## config.mk

```make
export PLATFORM = sky130hd
export DESIGN_NAME = block_table_first_fit_allocator_top
export DESIGN_NICKNAME = d
export VERILOG_FILES = /design/src/btffa_pkg.sv /design/src/block_table_first_fit_allocator_top.sv /design/src/btffa_ram.sv
export VERILOG_INCLUDE_DIRS = /design/src /design/src/src
export SDC_FILE = /design/constraint.sdc
export NUM_CORES = 2
export LEC_CHECK = 0
export BUFFER_PORTS_ARGS = -buffer_cell sky130_fd_sc_hd__buf_2
export CAP_MARGIN = 15
export CORE_ASPECT_RATIO = 1.25
export CORE_MARGIN = 3
export CORE_UTILIZATION = 45
export DETAILED_ROUTE_END_ITERATION = 10
export PLACE_DENSITY_LB_ADDON = 0.15
export SLEW_MARGIN = 20
export SYNTH_ARGS = -nofsm -noshare
export SYNTH_HDL_FRONTEND = slang
export SYNTH_SLANG_ARGS = --single-unit
```

## constraint.sdc

```tcl
create_clock -name clk -period 27.3 [get_ports clk]
set_input_delay 1.365 -clock clk [delete_from_list [all_inputs] [get_ports clk]]
set_output_delay 1.365 -clock clk [all_outputs]
set_load 0.01 [all_outputs]
```

## src/block_table_first_fit_allocator_top_macros.svh

```systemverilog
// Assertion macros for the block table allocator.
// Define ASSERT_OFF to compile the assertions out.
`ifndef BLOCK_TABLE_FIRST_FIT_ALLOCATOR_TOP_MACROS_SVH
`define BLOCK_TABLE_FIRST_FIT_ALLOCATOR_TOP_MACROS_SVH

`ifndef ASSERT_OFF

// Same-cycle implication, checked on every clock edge outside reset.
`define BTFFA_ASSERT_IMP(label, ante, cons) \
  label: assert property (@(posedge clk) disable iff (rst) (ante) |-> (cons)) \
    else $error("block table allocator assertion failed");

// Next-cycle implication, checked on every clock edge outside reset.
`define BTFFA_ASSERT_NXT(label, ante, cons) \
  label: assert property (@(posedge clk) disable iff (rst) (ante) |=> (cons)) \
    else $error("block table allocator assertion failed");

`else

`define BTFFA_ASSERT_IMP(label, ante, cons)
`define BTFFA_ASSERT_NXT(label, ante, cons)

`endif

`endif

```

## src/btffa_pkg.sv

```systemverilog
package btffa_pkg;

  // Heap geometry.
  localparam int NUM_BLOCKS  = 1024;
  localparam int BLOCK_BYTES = 4096;

  localparam int IDX_W  = $clog2(NUM_BLOCKS);
  localparam int CNT_W  = IDX_W + 1;
  localparam int OFF_W  = $clog2(BLOCK_BYTES);
  localparam int ADDR_W = 48;
  localparam int PAGE_W = ADDR_W - OFF_W;
  localparam int SIZE_W = 23;
  localparam int NEED_W = SIZE_W + 1 - OFF_W;
  localparam int BIU_W  = 11;

  // Configuration port.
  localparam int CFG_IDX_W = 1;
  localparam logic [CFG_IDX_W-1:0] REG_BASE_ADDRESS  = 1'b0;
  localparam logic [CFG_IDX_W-1:0] REG_BLOCKS_IN_USE = 1'b1;
  localparam logic [BIU_W-1:0]     BLOCKS_RESET      = BIU_W'(1024);

  // Request codes.
  localparam logic OP_ALLOC = 1'b0;
  localparam logic OP_FREE  = 1'b1;

  typedef enum logic [1:0] {
    ST_OK      = 2'd0,
    ST_NOMEM   = 2'd1,
    ST_BADFREE = 2'd2
  } status_t;

  // One table entry: bit 0 taken, bit 1 first of a run, bit 2 has-next.
  typedef struct packed {
    logic has_next;
    logic first;
    logic taken;
  } entry_t;

  // Write port of the block table.
  typedef struct packed {
    logic             en;
    logic [IDX_W-1:0] addr;
    entry_t           data;
  } tbl_wr_t;

  typedef enum logic [2:0] {
    S_CLEAR,
    S_IDLE,
    S_SCAN,
    S_MARK,
    S_FREE_CHK,
    S_WALK,
    S_DONE
  } state_t;

endpackage

```

## src/block_table_first_fit_allocator_top.sv

```systemverilog
// Allocate runs a first-fit scan of the table and then marks the found run, one table entry
// per cycle through the single read port and then the write port. Free range-checks the
// address and then releases the chain; zero-size and empty-heap allocates go straight to the result.
// One request is in flight at a time; the next is taken once the result is registered.
// Reset: synchronous; base_address clears, blocks_in_use returns to 1024, and a
// clearing pass zeroes all 1024 table entries before the first request is accepted.
`include "block_table_first_fit_allocator_top_macros.svh"

module block_table_first_fit_allocator_top (
  input  logic                               clk,
  input  logic                               rst,
  // Configuration write channel.
  input  logic                               cfg_valid,
  output logic                               cfg_ready,
  input  logic [btffa_pkg::CFG_IDX_W-1:0]    cfg_index,
  input  logic [btffa_pkg::ADDR_W-1:0]       cfg_data,
  // Request channel.
  input  logic                               in_valid,
  output logic                               in_ready,
  input  logic                               opcode,
  input  logic [btffa_pkg::SIZE_W-1:0]       request_size,
  input  logic [btffa_pkg::ADDR_W-1:0]       free_address,
  // Result channel.
  output logic                               out_valid,
  input  logic                               out_ready,
  output logic [btffa_pkg::ADDR_W-1:0]       result_address,
  output logic [1:0]                         status
);
  import btffa_pkg::*;

  state_t             state, state_next;
  logic [PAGE_W-1:0]  base_reg;
  logic [BIU_W-1:0]   blocks_reg;
  logic [CNT_W-1:0]   n_act;

  logic [IDX_W-1:0]   clr_idx, clr_idx_next;
  logic [CNT_W-1:0]   rd_idx, rd_idx_next;
  logic [CNT_W-1:0]   chk_idx, chk_idx_next;
  logic               chk_vld, chk_vld_next;
  logic [CNT_W-1:0]   run, run_next;
  logic [IDX_W-1:0]   start, start_next;
  logic [CNT_W-1:0]   mk, mk_next;
  logic [NEED_W-1:0]  need, need_next;
  logic [PAGE_W-1:0]  free_pg, free_pg_next;
  logic [ADDR_W-1:0]  res_addr, res_addr_next;
  status_t            res_status, res_status_next;
  logic               out_valid_next;
  logic [ADDR_W-1:0]  result_address_next;
  logic [1:0]         status_next;

  tbl_wr_t            wr;
  entry_t             rdata;

  logic [SIZE_W:0]    size_sum;
  logic [NEED_W-1:0]  run_inc;
  logic [NEED_W-1:0]  mk_inc;
  logic [PAGE_W-1:0]  free_diff;

  btffa_ram u_ram (
    .clk   (clk),
    .wr    (wr),
    .raddr (rd_idx[IDX_W-1:0]),
    .rdata (rdata)
  );

  // Configuration registers; writes are taken at any time.
  assign cfg_ready = 1'b1;

  always_ff @(posedge clk) begin
    if (rst) begin
      base_reg   <= '0;
      blocks_reg <= BLOCKS_RESET;
    end else if (cfg_valid && cfg_ready) begin
      case (cfg_index)
        REG_BASE_ADDRESS:  base_reg   <= cfg_data[ADDR_W-1:OFF_W];
        REG_BLOCKS_IN_USE: blocks_reg <= cfg_data[BIU_W-1:0];
        default: ;
      endcase
    end
  end

  // Managed entry count, clamped to the table size.
  always_comb begin
    if (32'(blocks_reg) > 32'(NUM_BLOCKS)) begin
      n_act = CNT_W'(NUM_BLOCKS);
    end else begin
      n_act = CNT_W'(blocks_reg);
    end
  end

  // Block count of a request, rounded up.
  assign size_sum  = {1'b0, request_size} + (SIZE_W + 1)'(BLOCK_BYTES - 1);
  assign run_inc   = NEED_W'(run) + NEED_W'(1);
  assign mk_inc    = NEED_W'(mk) + NEED_W'(1);
  assign free_diff = free_pg - base_reg;

  assign in_ready = (state == S_IDLE);

  // Next state, table port and datapath updates.
  always_comb begin
    state_next          = state;
    clr_idx_next        = clr_idx;
    rd_idx_next         = rd_idx;
    chk_idx_next        = chk_idx;
    chk_vld_next        = chk_vld;
    run_next            = run;
    start_next          = start;
    mk_next             = mk;
    need_next           = need;
    free_pg_next        = free_pg;
    res_addr_next       = res_addr;
    res_status_next     = res_status;
    out_valid_next      = out_valid && !out_ready;
    result_address_next = result_address;
    status_next         = status;
    wr                  = '0;

    case (state)
      // Zero every table entry, one per cycle.
      S_CLEAR: begin
        wr.en        = 1'b1;
        wr.addr      = clr_idx;
        clr_idx_next = clr_idx + IDX_W'(1);
        if (clr_idx == IDX_W'(NUM_BLOCKS - 1)) begin
          state_next = S_IDLE;
        end
      end

      S_IDLE: begin
        if (in_valid) begin
          res_addr_next = '0;
          rd_idx_next   = '0;
          chk_vld_next  = 1'b0;
          run_next      = '0;
          case (opcode)
            OP_ALLOC: begin
              need_next = size_sum[SIZE_W:OFF_W];
              if (request_size == '0 || n_act == '0) begin
                res_status_next = ST_NOMEM;
                state_next      = S_DONE;
              end else begin
                state_next = S_SCAN;
              end
            end
            OP_FREE: begin
              free_pg_next = free_address[ADDR_W-1:OFF_W];
              state_next   = S_FREE_CHK;
            end
            default: ;
          endcase
        end
      end

      // First-fit scan: one read issued and one entry checked per cycle.
      S_SCAN: begin
        rd_idx_next  = rd_idx + CNT_W'(1);
        chk_idx_next = rd_idx;
        chk_vld_next = 1'b1;
        if (chk_vld) begin
          if (rdata.taken) begin
            run_next = '0;
          end else begin
            if (run == '0) begin
              start_next = chk_idx[IDX_W-1:0];
            end
            run_next = run + CNT_W'(1);
          end
          if (!rdata.taken && run_inc == need) begin
            mk_next      = '0;
            chk_vld_next = 1'b0;
            state_next   = S_MARK;
          end else if (chk_idx == n_act - CNT_W'(1)) begin
            res_status_next = ST_NOMEM;
            state_next      = S_DONE;
          end
        end
      end

      // Write the found run, one entry per cycle.
      S_MARK: begin
        wr.en            = 1'b1;
        wr.addr          = start + mk[IDX_W-1:0];
        wr.data.taken    = 1'b1;
        wr.data.first    = (mk == '0);
        wr.data.has_next = (mk_inc != need);
        mk_next          = mk + CNT_W'(1);
        if (mk_inc == need) begin
          res_addr_next   = {base_reg + PAGE_W'(start), OFF_W'(0)};
          res_status_next = ST_OK;
          state_next      = S_DONE;
        end
      end

      // Turn the free address into a block index and range-check it.
      S_FREE_CHK: begin
        if (free_pg < base_reg || free_diff >= PAGE_W'(n_act)) begin
          res_status_next = ST_BADFREE;
          state_next      = S_DONE;
        end else begin
          rd_idx_next  = free_diff[CNT_W-1:0];
          chk_vld_next = 1'b0;
          state_next   = S_WALK;
        end
      end

      // Release the chain; reads run one entry ahead of the clearing writes.
      S_WALK: begin
        rd_idx_next  = rd_idx + CNT_W'(1);
        chk_idx_next = rd_idx;
        chk_vld_next = 1'b1;
        if (chk_vld) begin
          if (!rdata.taken) begin
            res_status_next = ST_BADFREE;
            state_next      = S_DONE;
          end else begin
            wr.en   = 1'b1;
            wr.addr = chk_idx[IDX_W-1:0];
            if (!rdata.has_next || chk_idx == n_act - CNT_W'(1)) begin
              res_status_next = ST_OK;
              state_next      = S_DONE;
            end
          end
        end
      end

      // Hand the result to the output register once it is free.
      S_DONE: begin
        if (!out_valid || out_ready) begin
          out_valid_next      = 1'b1;
          result_address_next = res_addr;
          status_next         = res_status;
          state_next          = S_IDLE;
        end
      end

      default: begin
        state_next = S_IDLE;
      end
    endcase
  end

  // Control registers.
  always_ff @(posedge clk) begin
    if (rst) begin
      state     <= S_CLEAR;
      clr_idx   <= '0;
      chk_vld   <= 1'b0;
      out_valid <= 1'b0;
    end else begin
      state     <= state_next;
      clr_idx   <= clr_idx_next;
      chk_vld   <= chk_vld_next;
      out_valid <= out_valid_next;
    end
  end

  // Datapath registers.
  always_ff @(posedge clk) begin
    rd_idx         <= rd_idx_next;
    chk_idx        <= chk_idx_next;
    run            <= run_next;
    start          <= start_next;
    mk             <= mk_next;
    need           <= need_next;
    free_pg        <= free_pg_next;
    res_addr       <= res_addr_next;
    res_status     <= res_status_next;
    result_address <= result_address_next;
    status         <= status_next;
  end

  // The run being marked lies inside the managed range.
  `BTFFA_ASSERT_IMP(a_mark_in_range, state == S_MARK, wr.en && (CNT_W'(wr.addr) < n_act))
  // The scan only reads the table.
  `BTFFA_ASSERT_IMP(a_scan_no_write, state == S_SCAN, !wr.en)
  // An accepted request always leaves the idle state.
  `BTFFA_ASSERT_NXT(a_accept_busy, in_valid && in_ready, state != S_IDLE)
  // Failures and frees report address zero.
  `BTFFA_ASSERT_IMP(a_fail_zero_addr, out_valid && (status != ST_OK), result_address == '0)

endmodule

```

## src/btffa_ram.sv

```systemverilog
module btffa_ram (
  input  logic                                clk,
  input  btffa_pkg::tbl_wr_t                  wr,
  input  logic [btffa_pkg::IDX_W-1:0]         raddr,
  output btffa_pkg::entry_t                   rdata
);
  import btffa_pkg::*;

  entry_t mem [NUM_BLOCKS];

  // One write port and one registered read port.
  always_ff @(posedge clk) begin
    if (wr.en) begin
      mem[wr.addr] <= wr.data;
    end
    rdata <= mem[raddr];
  end

endmodule

```

; ---- Word level (Yosys, flattened, before mapping)
; Memory sizes are Yosys's and may differ from the RTL's. A register that Yosys moved wholly into a read port is not among the register bits.
; Cells that the tools add are included.
[totals]
register_bits = 264
ramBits = 3072
out_inout_bits = 53
word_cells = 148
n_memories = 1
[op_classes]
addsub = 11
magnitude_cmp = 3
n_eq_ne = 26
n_mux = 52
n_bitwise = 3
n_reduce_logical = 35
[mem_list]
columns = memory, words, word_bits, rd, rd_clocked_by_memory_dff, write_ports, line
row1 = u_ram.mem, 1024, 3, 1, 1, 1, btffa_ram.sv:9  ; entry_t mem [NUM_BLOCKS];
[ops]
columns = op, count
row1 = $mux 11, 9
row2 = $mux 48, 2
row3 = $pmux 48 s2, 1
row4 = $pmux 11 s3, 2
row5 = $pmux 11 s2, 2
row6 = $add 36x10->36, 1
row7 = $ge 36x11->1, 1
row8 = $lt 36x36->1, 1
row9 = $mux 3, 12
row10 = $sub 36x36->36, 1
row11 = $add 11x1->11 const B, 3
row12 = $logic_not 11->1, 3
row13 = $add 11x1->12 const B, 2
row14 = $add 23x12->24 const B, 1
row15 = $eq 12x12->1, 2
row16 = $mux 2, 12
row17 = $ne 2x2->1 const B, 12
row18 = $logic_not 23->1, 1
row19 = $pmux 3 s7, 1
row20 = $reduce_and 3->1, 7
row21 = $ne 12x12->1, 1
row22 = $eq 11x11->1, 1
row23 = $gt 11x11->1 const B, 1
row24 = $reduce_and 11->1, 1
row25 = other kinds (26), 50

; ---- Logic depth before layout (Yosys ltp)
[logic_depth]
word_depth = 9
depth_mapped = 19

; ---- Cells and area by module
; From an unflattened synthesis, not the netlist that was laid out.
[hier_totals]
hier_cells = 8012
area_unflattened_um2 = 137896.0
[by_module_without_submodules]
columns = mod, n_inst, cells_per_inst, area_each_um2, seq_area_each_um2
row1 = btffa_ram, 1, 6544, 123702.4, 92308.5
row2 = block_table_first_fit_allocator_top, 1, 1468, 14193.6, 6586.3

; ---- Least setup slack after synthesis
; OpenSTA, ideal clock, no wires.
[synth_timing]
kind = flip-flop to flip-flop
start = reg mk[0]
end = mem u_ram.mem[0][2] in the netlist's numbering (data pin)
setup_ns = 4.945
t_arrival_ns = 24.985
required_ns = 22.355
path_slack_ns = -2.630
stages_incl_launch_ff = 9
synth_period_minus_slack_ns = 29.930
path_cell_list = edfxtp_1 > ha_1 > clkbuf_1 > nand2_1 > nor3_1 > xnor3_1 > nand2_1 > nor4b_1 > nor2_1
[synth_rtl]
columns = element, line
row1 = "start, declared", block_table_first_fit_allocator_top.sv:42  ; logic [CNT_W-1:0] mk, mk_next;
row2 = "start signal, assigned", block_table_first_fit_allocator_top.sv:263  ; mk <= mk_next;
row3 = "end, declared", btffa_ram.sv:9

==> impl_metrics.env <==
export IMPL_ys_types=86
export IMPL_die_y_um=528
export IMPL_seq_area_frac_synth_pct=69.5
export IMPL_yosysWarnings=0
export IMPL_hold_path_class="reg2reg"
export IMPL_cp_start_kind="register"
export IMPL_cts_repair_resized=0
export IMPL_relSlewSlack_pct=24.4
export IMPL_avgSynthCellArea_um2=16.9
export IMPL_setup_viol=0
export IMPL_synth_ff_latch_count=2290
export IMPL_final_max_slew_viol_count=0
export IMPL_drt_iter0_drc=4806
export IMPL_final_cells=8826
export IMPL_rows=190
export IMPL_dp_cells=8424
export IMPL_netlist_instances=5795
export IMPL_synthToLayoutAreaGrowth_pct=11.0
export IMPL_pwr_density_cell_nw_per_um2=64.3
export IMPL_vias=53400
export IMPL_via_per_inst=6.05
export IMPL_antenna_found_initial=5
export IMPL_io_buffers=152
export IMPL_final_core_utilization_pct=50.5
export IMPL_p_int_uw=5610
export IMPL_path_clk_slew_ns=0.06
export IMPL_final_min_clock_period_ns=6.65
export IMPL_tightest_slew_ns=1.13
export IMPL_cts_sinks=2290
export IMPL_cts_tree="done"
export IMPL_synthArstFlopShare_pct=0
export IMPL_start_util_pct=45.5
export IMPL_die_w_um=424
export IMPL_synth_edff_count=2226
export IMPL_yosys_mux_area_fraction_pct=15.5
export IMPL_synthesis_area_um2=98100
export IMPL_grt_pass1_vias=55800
export IMPL_drive_above_1_share_pct=22.4
export IMPL_finClkSkew_ns=0.0370
export IMPL_die_area_um2=224000
export IMPL_io_pins=179
export IMPL_most_common_layout_cells="edfxtp_1, nor3_1, mux4_2, nor2_1, clkbuf_16"
export IMPL_total_power_uw=6990
export IMPL_grt_setup_unrepaired="false"
export IMPL_synth_top_family_by_area="multiplexers"
export IMPL_p_sw_share_pct=19.8
export IMPL_globalplace_congestion=0.843
export IMPL_switchingPower_uw=1390
export IMPL_fin_setup_tns_ns=0
export IMPL_synthAdderAreaFrac_pct=0.980
export IMPL_post_synth_and_or_nand_nor_area_fraction_pct=7.98
export IMPL_cp_arrival_ns=7.36
export IMPL_grt_max_degree=213
export IMPL_power_leakage_uw=0.0282
export IMPL_synth_flop_cell="edfxtp_1"
export IMPL_worstSkewPairLatency_ns=0.88
export IMPL_synth_xor_area_share_pct=1.21
export IMPL_ys_top_cells_by_area="edfxtp_1, mux4_2, nor3_1"
export IMPL_critPathMaxFanout=105
export IMPL_drtAntennaViolNets=0
export IMPL_period_share_pct=24.4
export IMPL_pwr_share_clk_pct=44.2
export IMPL_grt_usage_pct=22.4
export IMPL_p_seq_share_pct=54.4
export IMPL_cts_hold_repair_buffers=0
export IMPL_yosysTopAreaCell="edfxtp_1"
export IMPL_critical_path_class="reg2reg"
export IMPL_vdd_drop_max_mv=0.0589
export IMPL_root_buffer="clkbuf_16"
export IMPL_top_register="u_ram.mem"
export IMPL_clockBufferDepth=4
export IMPL_p_comb_share_pct=1.4
export IMPL_grt_pass1_wl_um=371000
export IMPL_totalWireLength_um=252000
export IMPL_timing_fmax_mhz=150
export IMPL_endpoint_kind="register"
export IMPL_hpwl_um=142000
export IMPL_cts_setup_buffers=0
export IMPL_core_area_um2=216000
export IMPL_synth_compound_area_share_pct=2.40
export IMPL_layout_commonest_cell="edfxtp_1"
export IMPL_status="completed"
export IMPL_nets=5972
export IMPL_largest_reg_flops=2048
export IMPL_yosysTopAreaCellShare_pct=68.2
export IMPL_globalRoute_totalOverflow=0
export IMPL_wl_per_cell_um=28.6
export IMPL_maxCapViolations=0
export IMPL_htree_levels=4
export IMPL_firstDrtPassIters=7
export IMPL_cts_buffers=224
export IMPL_drc=0
export IMPL_hold_viol=0
export IMPL_required_ns=28.01
==> metrics by stage <==
step                      area (um^2)  setup slack, ns  hold slack, ns
after floorplan                 98100             7.06           0.400
after global placement         102000            20.54           0.402
after detailed placement       102000            20.46           0.405
after CTS                      109000            20.47           0.416
after global routing           109000            20.16           0.421
final                          109000            20.65           0.418
==> cell type report <==
type	count	area, um^2
Clock inverter	128	1410
Antenna cell	1	2.50
Multi-Input combinational cell	2903	27800
Sequential cell	2290	68100
Inverter	80	308
Clock buffer	272	5790
Tap cell	2880	3600
Fill cell	17700	107000
Timing Repair Buffer	272	1790
==> worst paths after layout <==
kind | from | to | slack [ns] | depth (start not counted)
setup / recovery | rd_idx[0]$_DFFE_PP_ | u_ram.rdata[0]$_DFF_P_ | 20.65 | 12
hold / removal | res_addr[30]$_SDFFCE_PN0P_ | result_address[30]$_DFFE_PP_ | 0.42 | 0
setup reg to reg | rd_idx[0]$_DFFE_PP_ | u_ram.rdata[0]$_DFF_P_ | 20.65 | 12
hold reg to reg | res_addr[30]$_SDFFCE_PN0P_ | result_address[30]$_DFFE_PP_ | 0.42 | 0
==> layer usage <==
metal	share of wire (%)	global-route usage, %
met3	5.4	2.58
met2	52	39.5
met1	40	29.3
met4	2.7	6.18
met5	0	0
==> cells by family after synthesis <==
group	Yosys count
muxes	682
xor gates and xnor gates	124
DFF	2290
and+or+nand+nor	1638
adders and majority gates	75
buffers and inverters	613
AOI/OAI and AO/OA	371
other	2
==> critical path: stages (launching register included) <==
cell and delay, ns:
edfxtp_1 0.33, buf_4 0.45, buf_4 0.61, buf_12 0.62, buf_4 0.70, buf_4 0.73, mux4_2 0.62, mux4_2 0.54
mux4_2 0.55, a22oi_1 0.42, nand2_1 0.20, a211oi_1 0.33, a21oi_1 0.08
==> power by group through the flow <==
| stage | Clock, uW | Sequential, uW | Combinational, uW |
|---|---|---|---|
| after global routing | 3300 | 3800 | 103 |
| after detailed placement | 0 | 3880 | 94.6 |
| after global placement | 0 | 3880 | 94.5 |
| after CTS | 3150 | 3810 | 95.4 |
| after floorplan | 0 | 3880 | 56.8 |
| final | 3090 | 3810 | 94.6 |
==> cell usage after synthesis (5+ instances only) <==
master	n
edfxtp_1	2226
nor3_1	923
mux4_2	672
clkbuf_1	411
nor2_1	275
nand2_1	238
a21oi_1	138
buf_1	95
inv_1	78
xnor2_1	77
ha_1	72
dfxtp_1	64
nand3_1	57
o21ai_0	54
xor2_1	40
a22oi_1	24
nand4_1	22
a21o_1	21
and3_1	20
o21ai_1	16
o211ai_1	15
or3_1	15
buf_4	14
nor2b_1	13
nor4_1	13
buf_2	12
and2_1	11
nand2b_1	11
o21a_1	10
a211oi_1	9
or4_1	9
o2111ai_1	8
o31ai_1	7
mux2i_1	6
o221ai_1	6
xnor3_1	6
a2111oi_0	5
a22o_1	5
a311oi_1	5
and4_1	5
nand4b_1	5
o21bai_1	5
Power figures use the tool's default switching activity.
